==> src/design/jfdd_pkg.sv <==
`timescale 1ns / 1ps
`default_nettype none

package jfdd_pkg;

   // Frame geometry and queue sizing.
   localparam int DATA_BYTES_DEFAULT  = 6;
   localparam int QUEUE_DEPTH_DEFAULT = 2;

   // Sync sequence that opens a frame.
   localparam logic [7:0] SYNC_FIRST  = 8'h00;
   localparam logic [7:0] SYNC_SECOND = 8'hFF;

   // Joystick center value.
   localparam logic [7:0] CENTER = 8'h80;

   // Duty clamp: magnitudes of DUTY_LIMIT and above become DUTY_MAX.
   localparam logic [8:0] DUTY_LIMIT = 9'd100;
   localparam logic [6:0] DUTY_MAX   = 7'd99;

   // The vertical gain of 1.2 is 6/5. The divide by 5 is a multiply by 205 and a
   // right shift by 10, which is exact for every product up to 1023 (at most 768 here).
   localparam int          DY_PROD_W = 18;
   localparam logic [10:0] DY_SCALE  = 11'd1230;
   localparam int          DY_SHIFT  = 10;

   // The horizontal gain of 0.75 is three quarters.
   localparam logic [9:0]  DX_SCALE  = 10'd3;
   localparam int          DX_SHIFT  = 2;

   // One finished frame as seen by the mixing side.
   typedef struct packed {
      logic       ok;
      logic [7:0] joy_x;
      logic [7:0] joy_y;
   } frame_word_type;

   // Scaled joystick offsets after the first mixing stage.
   typedef struct packed {
      logic              ok;
      logic [7:0]        joy_x;
      logic [7:0]        joy_y;
      logic signed [8:0] dy;
      logic signed [8:0] dx;
   } mix_stage_type;

   // Absolute value of a joystick byte around the center.
   function automatic logic [7:0] center_magnitude(input logic [7:0] value);
      logic [7:0] result;
      if (value < CENTER) begin
         result = CENTER - value;
      end else begin
         result = value - CENTER;
      end
      return result;
   endfunction

   // Duty for one motor: absolute value of the command, clamped.
   function automatic logic [6:0] duty_of(input logic signed [8:0] speed);
      logic [8:0] mag;
      logic [6:0] result;
      mag = speed[8] ? 9'(-speed) : 9'(speed);
      if (mag >= DUTY_LIMIT) begin
         result = DUTY_MAX;
      end else begin
         result = mag[6:0];
      end
      return result;
   endfunction

endpackage

`default_nettype wire

==> src/design/jfdd_front.sv <==
`timescale 1ns / 1ps
`default_nettype none

module jfdd_front #(
   parameter int DATA_BYTES = jfdd_pkg::DATA_BYTES_DEFAULT
) (
   input  logic                     clock,
   input  logic                     reset,
   input  logic                     byte_valid,
   input  logic [7:0]               rx_byte,
   output logic                     word_valid,
   output jfdd_pkg::frame_word_type word
);
   import jfdd_pkg::*;

   localparam int PosW = $clog2(DATA_BYTES + 1);

   logic [7:0]      prev_ff, prev_in;
   logic            in_frame_ff, in_frame_in;
   logic [PosW-1:0] pos_ff, pos_in;
   logic [7:0]      sum_ff, sum_in;
   logic [7:0]      x_ff, x_in;
   logic [7:0]      y_ff, y_in;

   // The running sum replaces the stored data bytes; only X and Y are kept.
   always_comb begin
      prev_in     = prev_ff;
      in_frame_in = in_frame_ff;
      pos_in      = pos_ff;
      sum_in      = sum_ff;
      x_in        = x_ff;
      y_in        = y_ff;
      word_valid  = 1'b0;
      word.ok     = (sum_ff == rx_byte);
      word.joy_x  = x_ff;
      word.joy_y  = y_ff;
      if (byte_valid) begin
         prev_in = rx_byte;
         if ((prev_ff == SYNC_FIRST) && (rx_byte == SYNC_SECOND)) begin
            in_frame_in = 1'b1;
            pos_in      = '0;
            sum_in      = '0;
         end else if (in_frame_ff) begin
            if (pos_ff < PosW'(DATA_BYTES)) begin
               if (pos_ff == PosW'(0)) begin
                  x_in = rx_byte;
               end
               if (pos_ff == PosW'(1)) begin
                  y_in = rx_byte;
               end
               sum_in = sum_ff + rx_byte;
               pos_in = pos_ff + PosW'(1);
            end else begin
               word_valid  = 1'b1;
               in_frame_in = 1'b0;
            end
         end
      end
   end

   always_ff @(posedge clock) begin
      if (reset) begin
         prev_ff     <= SYNC_FIRST;
         in_frame_ff <= 1'b0;
         pos_ff      <= '0;
      end else begin
         prev_ff     <= prev_in;
         in_frame_ff <= in_frame_in;
         pos_ff      <= pos_in;
      end
      sum_ff <= sum_in;
      x_ff   <= x_in;
      y_ff   <= y_in;
   end

endmodule

`default_nettype wire

==> src/design/jfdd_queue.sv <==
`timescale 1ns / 1ps
`default_nettype none

module jfdd_queue #(
   parameter int DEPTH = jfdd_pkg::QUEUE_DEPTH_DEFAULT
) (
   input  logic                     clock,
   input  logic                     reset,
   input  logic                     push,
   input  jfdd_pkg::frame_word_type push_word,
   output logic                     full,
   input  logic                     pop,
   output logic                     valid,
   output jfdd_pkg::frame_word_type pop_word
);
   import jfdd_pkg::*;

   localparam int PtrW = $clog2(DEPTH);
   localparam int CntW = $clog2(DEPTH + 1);

   frame_word_type  slot_ff [DEPTH];
   logic [PtrW-1:0] wr_ptr_ff, wr_ptr_in;
   logic [PtrW-1:0] rd_ptr_ff, rd_ptr_in;
   logic [CntW-1:0] count_ff, count_in;
   logic            do_push;
   logic            do_pop;

   assign full     = (count_ff == CntW'(DEPTH));
   assign valid    = (count_ff != '0);
   assign pop_word = slot_ff[rd_ptr_ff];
   assign do_push  = push && !full;
   assign do_pop   = pop && valid;

   always_comb begin
      wr_ptr_in = wr_ptr_ff;
      rd_ptr_in = rd_ptr_ff;
      count_in  = count_ff;
      if (do_push) begin
         wr_ptr_in = (wr_ptr_ff == PtrW'(DEPTH - 1)) ? '0 : wr_ptr_ff + PtrW'(1);
      end
      if (do_pop) begin
         rd_ptr_in = (rd_ptr_ff == PtrW'(DEPTH - 1)) ? '0 : rd_ptr_ff + PtrW'(1);
      end
      if (do_push && !do_pop) begin
         count_in = count_ff + CntW'(1);
      end else if (do_pop && !do_push) begin
         count_in = count_ff - CntW'(1);
      end
   end

   always_ff @(posedge clock) begin
      if (reset) begin
         wr_ptr_ff <= '0;
         rd_ptr_ff <= '0;
         count_ff  <= '0;
      end else begin
         wr_ptr_ff <= wr_ptr_in;
         rd_ptr_ff <= rd_ptr_in;
         count_ff  <= count_in;
      end
      if (do_push) begin
         slot_ff[wr_ptr_ff] <= push_word;
      end
   end

endmodule

`default_nettype wire

==> src/design/jfdd_back.sv <==
`timescale 1ns / 1ps
`default_nettype none

module jfdd_back (
   input  logic                     clock,
   input  logic                     reset,
   input  logic                     word_valid,
   input  jfdd_pkg::frame_word_type word,
   output logic                     word_pop,
   input  logic                     pop,
   output logic                     empty,
   output logic                     rsp_frame_ok,
   output logic [7:0]               rsp_joy_x,
   output logic [7:0]               rsp_joy_y,
   output logic signed [8:0]        rsp_speed_a,
   output logic signed [8:0]        rsp_speed_b,
   output logic [6:0]               rsp_duty_a,
   output logic                     rsp_forward_a,
   output logic [6:0]               rsp_duty_b,
   output logic                     rsp_forward_b
);
   import jfdd_pkg::*;

   logic          s1_valid_ff, s1_valid_in;
   mix_stage_type s1_ff, s1_in;
   logic          out_valid_ff, out_valid_in;
   logic          out_ready;
   logic          s1_ready;

   logic [7:0]           x_mag;
   logic [7:0]           y_mag;
   logic [9:0]           dx_prod;
   logic [DY_PROD_W-1:0] dy_prod;
   logic [7:0]           dx_mag;
   logic [7:0]           dy_mag;

   logic signed [8:0] speed_a;
   logic signed [8:0] speed_b;

   logic              ok_ff;
   logic [7:0]        joy_x_ff, joy_y_ff;
   logic signed [8:0] speed_a_ff, speed_b_ff;
   logic [6:0]        duty_a_ff, duty_b_ff;
   logic              forward_a_ff, forward_b_ff;

   assign out_ready = !out_valid_ff || pop;
   assign s1_ready  = !s1_valid_ff || out_ready;
   assign word_pop  = word_valid && s1_ready;

   // First stage: scale the centered joystick values by 1.2 and 0.75, truncating
   // toward zero by working on magnitudes.
   always_comb begin
      x_mag   = center_magnitude(word.joy_x);
      y_mag   = center_magnitude(word.joy_y);
      dx_prod = 10'(x_mag) * DX_SCALE;
      dy_prod = DY_PROD_W'(y_mag) * DY_PROD_W'(DY_SCALE);
      dx_mag  = 8'(dx_prod >> DX_SHIFT);
      dy_mag  = 8'(dy_prod >> DY_SHIFT);
      s1_in.ok    = word.ok;
      s1_in.joy_x = word.joy_x;
      s1_in.joy_y = word.joy_y;
      s1_in.dx    = (word.joy_x < CENTER) ? -$signed({1'b0, dx_mag})
                                           : $signed({1'b0, dx_mag});
      s1_in.dy    = (word.joy_y < CENTER) ? -$signed({1'b0, dy_mag})
                                           : $signed({1'b0, dy_mag});
      s1_valid_in = s1_ready ? word_valid : s1_valid_ff;
   end

   // Second stage: tank-drive mix into the result register.
   assign speed_a      = s1_ff.dy - s1_ff.dx;
   assign speed_b      = s1_ff.dy + s1_ff.dx;
   assign out_valid_in = out_ready ? s1_valid_ff : out_valid_ff;

   always_ff @(posedge clock) begin
      if (reset) begin
         s1_valid_ff  <= 1'b0;
         out_valid_ff <= 1'b0;
      end else begin
         s1_valid_ff  <= s1_valid_in;
         out_valid_ff <= out_valid_in;
      end
      if (s1_ready) begin
         s1_ff <= s1_in;
      end
      if (out_ready) begin
         ok_ff <= s1_ff.ok;
         if (s1_ff.ok) begin
            joy_x_ff     <= s1_ff.joy_x;
            joy_y_ff     <= s1_ff.joy_y;
            speed_a_ff   <= speed_a;
            speed_b_ff   <= speed_b;
            duty_a_ff    <= duty_of(speed_a);
            duty_b_ff    <= duty_of(speed_b);
            forward_a_ff <= !speed_a[8];
            forward_b_ff <= !speed_b[8];
         end else begin
            joy_x_ff     <= '0;
            joy_y_ff     <= '0;
            speed_a_ff   <= '0;
            speed_b_ff   <= '0;
            duty_a_ff    <= '0;
            duty_b_ff    <= '0;
            forward_a_ff <= 1'b0;
            forward_b_ff <= 1'b0;
         end
      end
   end

   assign empty         = !out_valid_ff;
   assign rsp_frame_ok  = ok_ff;
   assign rsp_joy_x     = joy_x_ff;
   assign rsp_joy_y     = joy_y_ff;
   assign rsp_speed_a   = speed_a_ff;
   assign rsp_speed_b   = speed_b_ff;
   assign rsp_duty_a    = duty_a_ff;
   assign rsp_forward_a = forward_a_ff;
   assign rsp_duty_b    = duty_b_ff;
   assign rsp_forward_b = forward_b_ff;

endmodule

`default_nettype wire

==> src/design/joystick_frame_to_differential_drive_core.sv <==
`timescale 1ns / 1ps
`default_nettype none

// Joystick frame deframer with tank-drive mixing. Received bytes are pushed one
// word per cycle; a frame opens on the byte pair 0x00, 0xFF (recognized on every
// byte, also inside a frame, where it restarts the frame), then carries DATA_BYTES
// data bytes and a check byte equal to their sum modulo 256. Each check byte
// produces exactly one result word: on a match, frame_ok is set and data bytes 0
// and 1 (X and Y) are mixed into two signed motor commands A = dy - dx and
// B = dy + dx, with dy = (Y - 128) * 1.2 and dx = (X - 128) * 0.75 truncated toward
// zero, plus a direction bit and a duty of the magnitude clamped to 99 for each;
// on a mismatch frame_ok is clear and every other field is zero. The byte path
// accepts one word every cycle while full is low. On its way out a result word
// is registered in turn: the deframer writes a frame word into a queue of
// QUEUE_DEPTH entries, one stage scales the joystick values and the result
// register holds the mixed commands. full rises only when QUEUE_DEPTH frame
// results are waiting behind a stalled result side; since a result needs at
// least DATA_BYTES + 3 bytes, a consumer that pops now and then never stalls the
// byte stream.
module joystick_frame_to_differential_drive_core #(
   parameter int DATA_BYTES  = jfdd_pkg::DATA_BYTES_DEFAULT,
   parameter int QUEUE_DEPTH = jfdd_pkg::QUEUE_DEPTH_DEFAULT
) (
   input  logic              clock,
   input  logic              reset,
   input  logic              push,
   output logic              full,
   input  logic [7:0]        req_rx_byte,
   output logic              empty,
   input  logic              pop,
   output logic              rsp_frame_ok,
   output logic [7:0]        rsp_joy_x,
   output logic [7:0]        rsp_joy_y,
   output logic signed [8:0] rsp_speed_a,
   output logic signed [8:0] rsp_speed_b,
   output logic [6:0]        rsp_duty_a,
   output logic              rsp_forward_a,
   output logic [6:0]        rsp_duty_b,
   output logic              rsp_forward_b
);
   import jfdd_pkg::*;

   logic           byte_valid;
   logic           front_word_valid;
   frame_word_type front_word;
   logic           queue_valid;
   frame_word_type queue_word;
   logic           queue_pop;

   // A byte is taken whenever there is room for the result it might complete.
   assign byte_valid = push && !full;

   jfdd_front #(
      .DATA_BYTES(DATA_BYTES)
   ) u_front (
      .clock      (clock),
      .reset      (reset),
      .byte_valid (byte_valid),
      .rx_byte    (req_rx_byte),
      .word_valid (front_word_valid),
      .word       (front_word)
   );

   jfdd_queue #(
      .DEPTH(QUEUE_DEPTH)
   ) u_queue (
      .clock     (clock),
      .reset     (reset),
      .push      (front_word_valid),
      .push_word (front_word),
      .full      (full),
      .pop       (queue_pop),
      .valid     (queue_valid),
      .pop_word  (queue_word)
   );

   jfdd_back u_back (
      .clock         (clock),
      .reset         (reset),
      .word_valid    (queue_valid),
      .word          (queue_word),
      .word_pop      (queue_pop),
      .pop           (pop),
      .empty         (empty),
      .rsp_frame_ok  (rsp_frame_ok),
      .rsp_joy_x     (rsp_joy_x),
      .rsp_joy_y     (rsp_joy_y),
      .rsp_speed_a   (rsp_speed_a),
      .rsp_speed_b   (rsp_speed_b),
      .rsp_duty_a    (rsp_duty_a),
      .rsp_forward_a (rsp_forward_a),
      .rsp_duty_b    (rsp_duty_b),
      .rsp_forward_b (rsp_forward_b)
   );

endmodule

`default_nettype wire

==> config.mk <==
export PLATFORM = sky130hd
export DESIGN_NAME = joystick_frame_to_differential_drive_core
export DESIGN_NICKNAME = d
export VERILOG_FILES = /design/src/design/jfdd_pkg.sv /design/src/design/jfdd_front.sv /design/src/design/jfdd_queue.sv /design/src/design/jfdd_back.sv /design/src/design/joystick_frame_to_differential_drive_core.sv
export SDC_FILE = /design/constraint.sdc
export NUM_CORES = 1
export LEC_CHECK = 0
export ABC_AREA = 1
export BUFFER_PORTS_ARGS = -buffer_cell sky130_fd_sc_hd__clkbuf_2
export CORE_UTILIZATION = 62
export CTS_CLUSTER_SIZE = 12
export DETAILED_ROUTE_END_ITERATION = 7
export PLACE_DENSITY = 0.78
export SLEW_MARGIN = 40
export SYNTH_ARGS = -nofsm -noshare
export SYNTH_HDL_FRONTEND = slang
export SYNTH_SLANG_ARGS = --single-unit
==> constraint.sdc <==
create_clock -name clock -period 6.2 [get_ports clock]
set_input_delay 0.93 -clock clock [delete_from_list [all_inputs] [get_ports clock]]
set_output_delay 0.93 -clock clock [all_outputs]
set_load 0.02 [all_outputs]
==> impl_summary.log, run 1 <==
[metrics] run status: completed
[metrics] global-route wire length before repair: 32900 um
[metrics] placeable core area: 15900 um2
[metrics] insertion delay to the later sink of the worst-skew pair: 0.44 ns
[metrics] final critical-path share of the clock period: 93.0%
[metrics] Synth area leaders: sky130_fd_sc_hd__edfxtp_1, sky130_fd_sc_hd__ha_1, sky130_fd_sc_hd__nand2_1, sky130_fd_sc_hd__inv_1, sky130_fd_sc_hd__dfxtp_1
[metrics] HPWL after DPL: 15000 um
[metrics] Top Ports: 65
[metrics] Clock Tree Root: sky130_fd_sc_hd__clkbuf_16
[metrics] largest net degree at the start of global routing: 47
[metrics] portion of the post-synthesis area used by sequential elements: 46.0%
[metrics] Crit-path slowest cell: sky130_fd_sc_hd__fa_1
[metrics] maximum achievable frequency: 0.173 GHz
[metrics] shortest clock period the worst path allows after layout: 5.77 ns
[metrics] CP endpoint kind: flip-flop
[metrics] nets in the synthesized netlist: 1227
[metrics] antenna cell count: 0
[metrics] logic depth of the worst register-to-register path: 26
[metrics] final hold viol count: 0
[metrics] crit path launch type: flip-flop
[metrics] share of the synthesized area in the top cell type: 42.3%
[metrics] deepest level of the CTS H-tree: 4
[metrics] quantity of hold-fixing buffers added after cts: 0
[metrics] total gr overflow: 0
[metrics] vias per cell: 5.31
[metrics] Syn Inst Count: 1111
[metrics] Yosys cell types: 52
[metrics] number of buffers created by CTS: 17
[metrics] Post-DP Area: 10700 um2
[metrics] class of the tightest hold or removal check: flip-flop to flip-flop
[metrics] clock tree from TritonCTS: built
[metrics] post_cts resized: 0
[metrics] number of warnings issued by yosys: 0
[metrics] Non-Filler Cell Area, Final: 11300 um2
[metrics] die span in x: 130 um
[metrics] cell taking the most area after synthesis: sky130_fd_sc_hd__edfxtp_1
[metrics] mean instance size in the synthesized netlist: 9.14 um2
[metrics] maximum count of clock buffers along a single path: 2
[metrics] standard-cell row count: 46
[metrics] share of cells above drive strength 1: 15.3%
[metrics] CP top delay family: adder cells
[metrics] number of global-route vias before repair: 7106
[metrics] crit path max fanout: 14
[metrics] routed vias: 7516
[metrics] most frequent cell on the critical path: sky130_fd_sc_hd__nand2_1
[metrics] number of flops mapped to enable cells by yosys: 143
[metrics] max-slew violation total from the final report: 0
[metrics] clock edge transition at the registers on the reported setup and hold paths: 0.07 ns
[metrics] Hold Path Cell Cnt: 0
[metrics] fraction of synthesis flops using an asynchronous set or reset pin: 0%
[metrics] required time of the critical path: 6.39 ns
[metrics] startpoint-to-endpoint class of the critical path: flip-flop to flip-flop
[metrics] Buffers on Ports: 64
[metrics] effective utilization at floorplan: 63.7%
[metrics] Final Routed Wirelength: 20400 um
[metrics] critical path's largest stage delay: 0.55 ns
[metrics] number of buffers and inverters on the critical path: 4
[metrics] stages on the worst setup path: 26
[metrics] normalized max-slew margin: 52.4%
[metrics] total routing usage reported by global routing: 25.6%
[metrics] TritonCTS Sinks: 162
[metrics] routed length per placed instance: 14.4 um
[metrics] arrival time of the worst setup path: 5.95 ns
[metrics] startpoint of the tightest hold check path: u_front.y_ff[1]
[metrics] most frequently used flop master after synthesis: sky130_fd_sc_hd__edfxtp_1
[metrics] initial drt markers: 480
[metrics] DRC Markers: 0
[metrics] die footprint: 16900 um2
[metrics] antenna violations before repair: 0
[metrics] area overhead of the layout relative to synthesis: 11.6%
[metrics] setup clock skew after layout: 0.0206 ns
[metrics] max-cap violation count: 0
[metrics] placer's final routability congestion estimate: 0.938
[metrics] post-synth design cell area: 10200 um2
[metrics] remaining antenna violation count: 0
[metrics] final-report setup violation count: 0
[metrics] number of flip-flops and latches in the synthesized netlist: 162
[metrics] TritonRoute pass-1 iters: 6
[metrics] number of nets in the finished design: 1303
[metrics] pin slew with the least headroom to its limit: 0.713 ns
[metrics] die span in y: 130 um
==> layer usage <==
metal	vias to the layer above	routed length, um	track usage, %
li1	3775	-	-
met5	-	0	0
met1	3458	8480	29.3
met3	61	870	5.00
met4	0	916	13.6
met2	222	10200	45.3
==> area by class of cell <==
type | instances | area [um2]
sequential | 162 | 4670
fill | 1183 | 4610
multi-input combinational | 724 | 4600
inverter | 209 | 792
clock buffer | 22 | 508
timing repair buffer | 73 | 388
tap | 216 | 270
clock inverter | 10 | 97.6
==> synth_stat cells, drive strengths merged, types with 2 or more instances <==
cell	n
nand2	279
inv	208
edfxtp	143
nor2	88
ha	85
nand3	68
a21oi	51
o21ai	43
xor2	26
nand4	22
dfxtp	19
fa	19
buf	9
clkbuf	7
a31oi	5
o21bai	5
or2	5
xnor2	5
nor3	4
nand3b	3
o21a	3
a22o	2
nor4	2
nor4b	2
==> final timing paths <==
path                            to  slack [ns]
max               u_back.s1_ff[15]        0.43
min          u_queue.slot_ff[1][1]        0.45
max reg2reg       u_back.s1_ff[15]        0.43
min reg2reg  u_queue.slot_ff[1][1]        0.45
==> metrics by stage <==
step                      setup slack (ns)  TNS (ns)  instances  hold WS (ns)  utilization (%)
after floorplan                       1.00         0       1111         0.421                -
after global routing              -0.00761  -0.00761       1416         0.461             71.1
after CTS                            0.492         0       1415         0.451             71.0
after global placement               0.694         0       1383         0.422             67.2
final                                0.434         0       1416         0.449             71.1
after detailed placement             0.542         0       1383         0.433             67.2
==> sequential cells by signal, indices dropped and copies added, names as in the netlist, 2 cells and up, named ones only <==
| name | flops |
|---|---|
| u_front.sum_ff | 8 |
| u_back.rsp_speed_a | 8 |
| u_back.rsp_joy_y | 8 |
| u_back.rsp_joy_x | 8 |
| u_back.s1_ff | 35 |
| u_queue.count_ff | 2 |
| u_back.rsp_duty_b | 7 |
| u_front.pos_ff | 3 |
| u_back.rsp_duty_a | 7 |
| u_front.x_ff | 8 |
| u_front.y_ff | 8 |
| u_front.prev_ff | 8 |
| u_back.rsp_speed_b | 9 |
| u_queue.slot_ff | 34 |
==> cell families after synthesis <==
logic type | after synthesis | synth area share (%)
AO/OA/AOI/OAI | 114 | 6.52
XOR/XNOR | 31 | 2.90
adder cells (fa/ha/maj) | 104 | 14.2
buffers and inverters | 225 | 8.82
flip-flops | 162 | 46.0
AND/OR/NAND/NOR | 475 | 21.5
==> repair_timing <==
action	CTS	global route
endpoints found under the hold margin	0	0
endpoints found under the setup margin	0	1
setup buffers	0	1
==> cell usage in the layout, fill, tap and decap left out, types with 23 or more instances in the layout <==
master and instances:
sky130_fd_sc_hd__xor2_1 23, sky130_fd_sc_hd__inv_1 197, sky130_fd_sc_hd__clkbuf_2 64, sky130_fd_sc_hd__nor2_1 80, sky130_fd_sc_hd__edfxtp_1 143, sky130_fd_sc_hd__nand3_1 55
sky130_fd_sc_hd__a21oi_1 46, sky130_fd_sc_hd__nand2_1 248, sky130_fd_sc_hd__o21ai_0 38, sky130_fd_sc_hd__ha_1 85, sky130_fd_sc_hd__nand2_2 24
Power of run 1 is not shown: default switching activity piles up to over one toggle a cycle in this logic, so the estimate is an artifact.
==> run 2: changes to the inputs <==
--- a/config.mk
+++ b/config.mk
@@ -10,6 +10,7 @@
 export CORE_UTILIZATION = 62
 export CTS_CLUSTER_SIZE = 12
 export DETAILED_ROUTE_END_ITERATION = 7
+export GPL_TIMING_DRIVEN = 0
 export PLACE_DENSITY = 0.78
 export SLEW_MARGIN = 40
 export SYNTH_ARGS = -nofsm -noshare
==> constraint.sdc (replaced) <==
create_clock -name clock -period 5.8 [get_ports clock]
set_input_delay 0.87 -clock clock [delete_from_list [all_inputs] [get_ports clock]]
set_output_delay 0.87 -clock clock [all_outputs]
set_load 0.02 [all_outputs]
==> run 2 against run 1 <==
Clock-buffer cell count fell by 3. Worst hold slack barely moved. Maximum frequency rose by 4.8%. Highest routed layer unchanged.
==> impl_summary.log, run 2 (synthesis gave the netlist of run 1 again) <==
[metrics] TritonCTS Sinks: 162 (unchanged)
[metrics] crit path max fanout: 5 (-9)
[metrics] most common library cell in the layout ignoring fill and taps: sky130_fd_sc_hd__nand2_1
[metrics] number of global-route vias before repair: 7022 (-1.2%)
[metrics] total gr overflow: 0 (unchanged)
[metrics] pin slew with the least headroom to its limit: 0.574 ns (-0.139 ns)
[metrics] share of cells above drive strength 1: 18.0% (+2.7 points)
[metrics] CP endpoint kind: flip-flop
[metrics] routed vias: 7539 (+0.31%)
[metrics] end-of-flow core utilization: 72.5% (+1.4 points)
[metrics] Top Ports: 65 (unchanged)
[metrics] area overhead of the layout relative to synthesis: 13.8%
[metrics] class of the tightest hold or removal check: flip-flop to flip-flop
[metrics] largest net degree at the start of global routing: 47 (unchanged)
[metrics] number of buffers created by CTS: 17 (unchanged)
[metrics] max-cap violation count: 0 (unchanged)
[metrics] die span in x: 130 um (unchanged)
[metrics] arrival time of the worst setup path: 5.68 ns (-0.27 ns)
[metrics] standard-cell row count: 46 (unchanged)
[metrics] die footprint: 16900 um2 (unchanged)
[metrics] shortest clock period the worst path allows after layout: 5.50 ns (-0.264 ns)
[metrics] die span in y: 130 um (unchanged)
[metrics] DRC Markers: 0 (unchanged)
[metrics] routed length per placed instance: 14.2 um (-1.4%)
[metrics] final-report setup violation count: 0 (unchanged)
[metrics] effective utilization at floorplan: 63.7% (unchanged)
[metrics] final critical-path share of the clock period: 94.9% (+1.9 points)
[metrics] final hold viol count: 0 (unchanged)
[metrics] antenna cell count: 0 (unchanged)
[metrics] required time of the critical path: 5.98 ns (-0.41 ns)
[metrics] TritonRoute pass-1 iters: 5 (-1)
[metrics] startpoint-to-endpoint class of the critical path: flip-flop to flip-flop
[metrics] Largest Register: u_back.s1_ff
[metrics] antenna violations before repair: 0 (unchanged)
[metrics] quantity of hold-fixing buffers added after cts: 0 (unchanged)
[metrics] maximum achievable frequency: 0.182 GHz (+4.8%)
[metrics] global-route wire length before repair: 32500 um (-1.0%)
[metrics] run status: completed
[metrics] number of nets in the finished design: 1321 (+1.4%)
[metrics] most frequent cells in the layout: sky130_fd_sc_hd__nand2_1, sky130_fd_sc_hd__inv_1, sky130_fd_sc_hd__edfxtp_1, sky130_fd_sc_hd__ha_1, sky130_fd_sc_hd__nor2_1
[metrics] setup clock skew after layout: 0.00882 ns (-0.0118 ns)
[metrics] vias per cell: 5.26 (-0.95%)
[metrics] clock tree from TritonCTS: built
[metrics] deepest level of the CTS H-tree: 4 (unchanged)
[metrics] crit path launch type: flip-flop
[metrics] normalized max-slew margin: 61.3% (+8.9 points)
[metrics] Final Routed Wirelength: 20400 um (-0.16%)
[metrics] insertion delay to the later sink of the worst-skew pair: 0.43 ns (about the same)
[metrics] HPWL after DPL: 15100 um (+0.53%)
[metrics] initial drt markers: 443 (-7.7%)
[metrics] max-slew violation total from the final report: 0 (unchanged)
[metrics] remaining antenna violation count: 0 (unchanged)
[metrics] placeable core area: 15900 um2 (unchanged)
[metrics] total routing usage reported by global routing: 25.1% (-0.49 points)
[metrics] clock edge transition at the registers on the reported setup and hold paths: 0.07 ns (about the same)
[metrics] placer's final routability congestion estimate: 0.939 (about the same)
[metrics] Clock Tree Root: sky130_fd_sc_hd__clkbuf_16
[metrics] Buffers on Ports: 64 (unchanged)
[metrics] flip-flop count of the largest register after layout: 35 (unchanged)
[metrics] maximum count of clock buffers along a single path: 2 (unchanged)
[metrics] sum of negative setup slack: 0 ns (unchanged)
run 2: cell count changes in the layout (fill, tap and decap cells not counted), sizes merged:
cell      change
clkbuf        +4
bufinv        +1
buf          +11
clkinvlp      +2
run 2: layout make-up:
cell class / count / area (um2)
buffer: 16 / 105
clock buffer: 19 / 443
clock inverter: 13 / 138
fill: 1170 / 4390
inverter: 209 / 792
multi-input combinational: 724 / 4720
sequential: 162 / 4680
tap: 216 / 270
timing repair buffer: 75 / 410
run 2: stage by stage:
step                std cells  area (um2)  setup WS, ns  hold WS, ns
floorplan                1111       10200         0.603        0.421
global route             1434       11600       -0.0629        0.467
detailed placement       1394       10800      -0.00798        0.433
CTS                      1428       11400        0.0216        0.454
finish                   1434       11600         0.298        0.449
global placement         1391       10700        0.0703        0.422
run 2: worst paths after layout:
check	start	slack [ns]	cells after the start	end
max	flip-flop	0.30	26	u_back.s1_ff[15]
min	u_front.x_ff[6]	0.45	0	u_queue.slot_ff[1][14]
max reg2reg	flip-flop	0.30	26	u_back.s1_ff[15]
min reg2reg	u_front.x_ff[6]	0.45	0	u_queue.slot_ff[1][14]
run 2: layer usage:
layer | wire [um] | track usage [%]
met5 | 0 | 0
met4 | 514 | 9.58
met3 | 885 | 4.10
met2 | 10100 | 43.9
met1 | 8880 | 31.3
run 2: what timing repair did:
item                                    CTS  global route
buffers inserted                          2             6
pin swaps                                 4            12
endpoints found under the setup margin    6             8
resized for setup                         4            23
gates cloned                              0             0
run 2: worst max-delay path, cell delays in order, from the launching register on:
cell and delay [ns]:
sky130_fd_sc_hd__dfxtp_2 0.36, sky130_fd_sc_hd__inv_2 0.07, sky130_fd_sc_hd__or2_1 0.22, sky130_fd_sc_hd__o21ai_2 0.08
sky130_fd_sc_hd__ha_2 0.21, sky130_fd_sc_hd__inv_1 0.05, sky130_fd_sc_hd__nor2_2 0.11, sky130_fd_sc_hd__inv_2 0.07
sky130_fd_sc_hd__o31ai_4 0.26, sky130_fd_sc_hd__xor2_2 0.25, sky130_fd_sc_hd__fa_1 0.49, sky130_fd_sc_hd__fa_1 0.58
sky130_fd_sc_hd__fa_1 0.45, sky130_fd_sc_hd__fa_1 0.53, sky130_fd_sc_hd__inv_2 0.06, sky130_fd_sc_hd__ha_4 0.26
sky130_fd_sc_hd__a21oi_2 0.14, sky130_fd_sc_hd__o21ai_0 0.09, sky130_fd_sc_hd__nand2_1 0.09, sky130_fd_sc_hd__nand3_1 0.11
sky130_fd_sc_hd__nand2_1 0.08, sky130_fd_sc_hd__nand2_1 0.11, sky130_fd_sc_hd__nand3b_1 0.23, sky130_fd_sc_hd__nor2_2 0.17
sky130_fd_sc_hd__nor2_1 0.06, sky130_fd_sc_hd__nand2_1 0.06, sky130_fd_sc_hd__nand2_1 0.05
Power of run 2 is left out for the same reason.
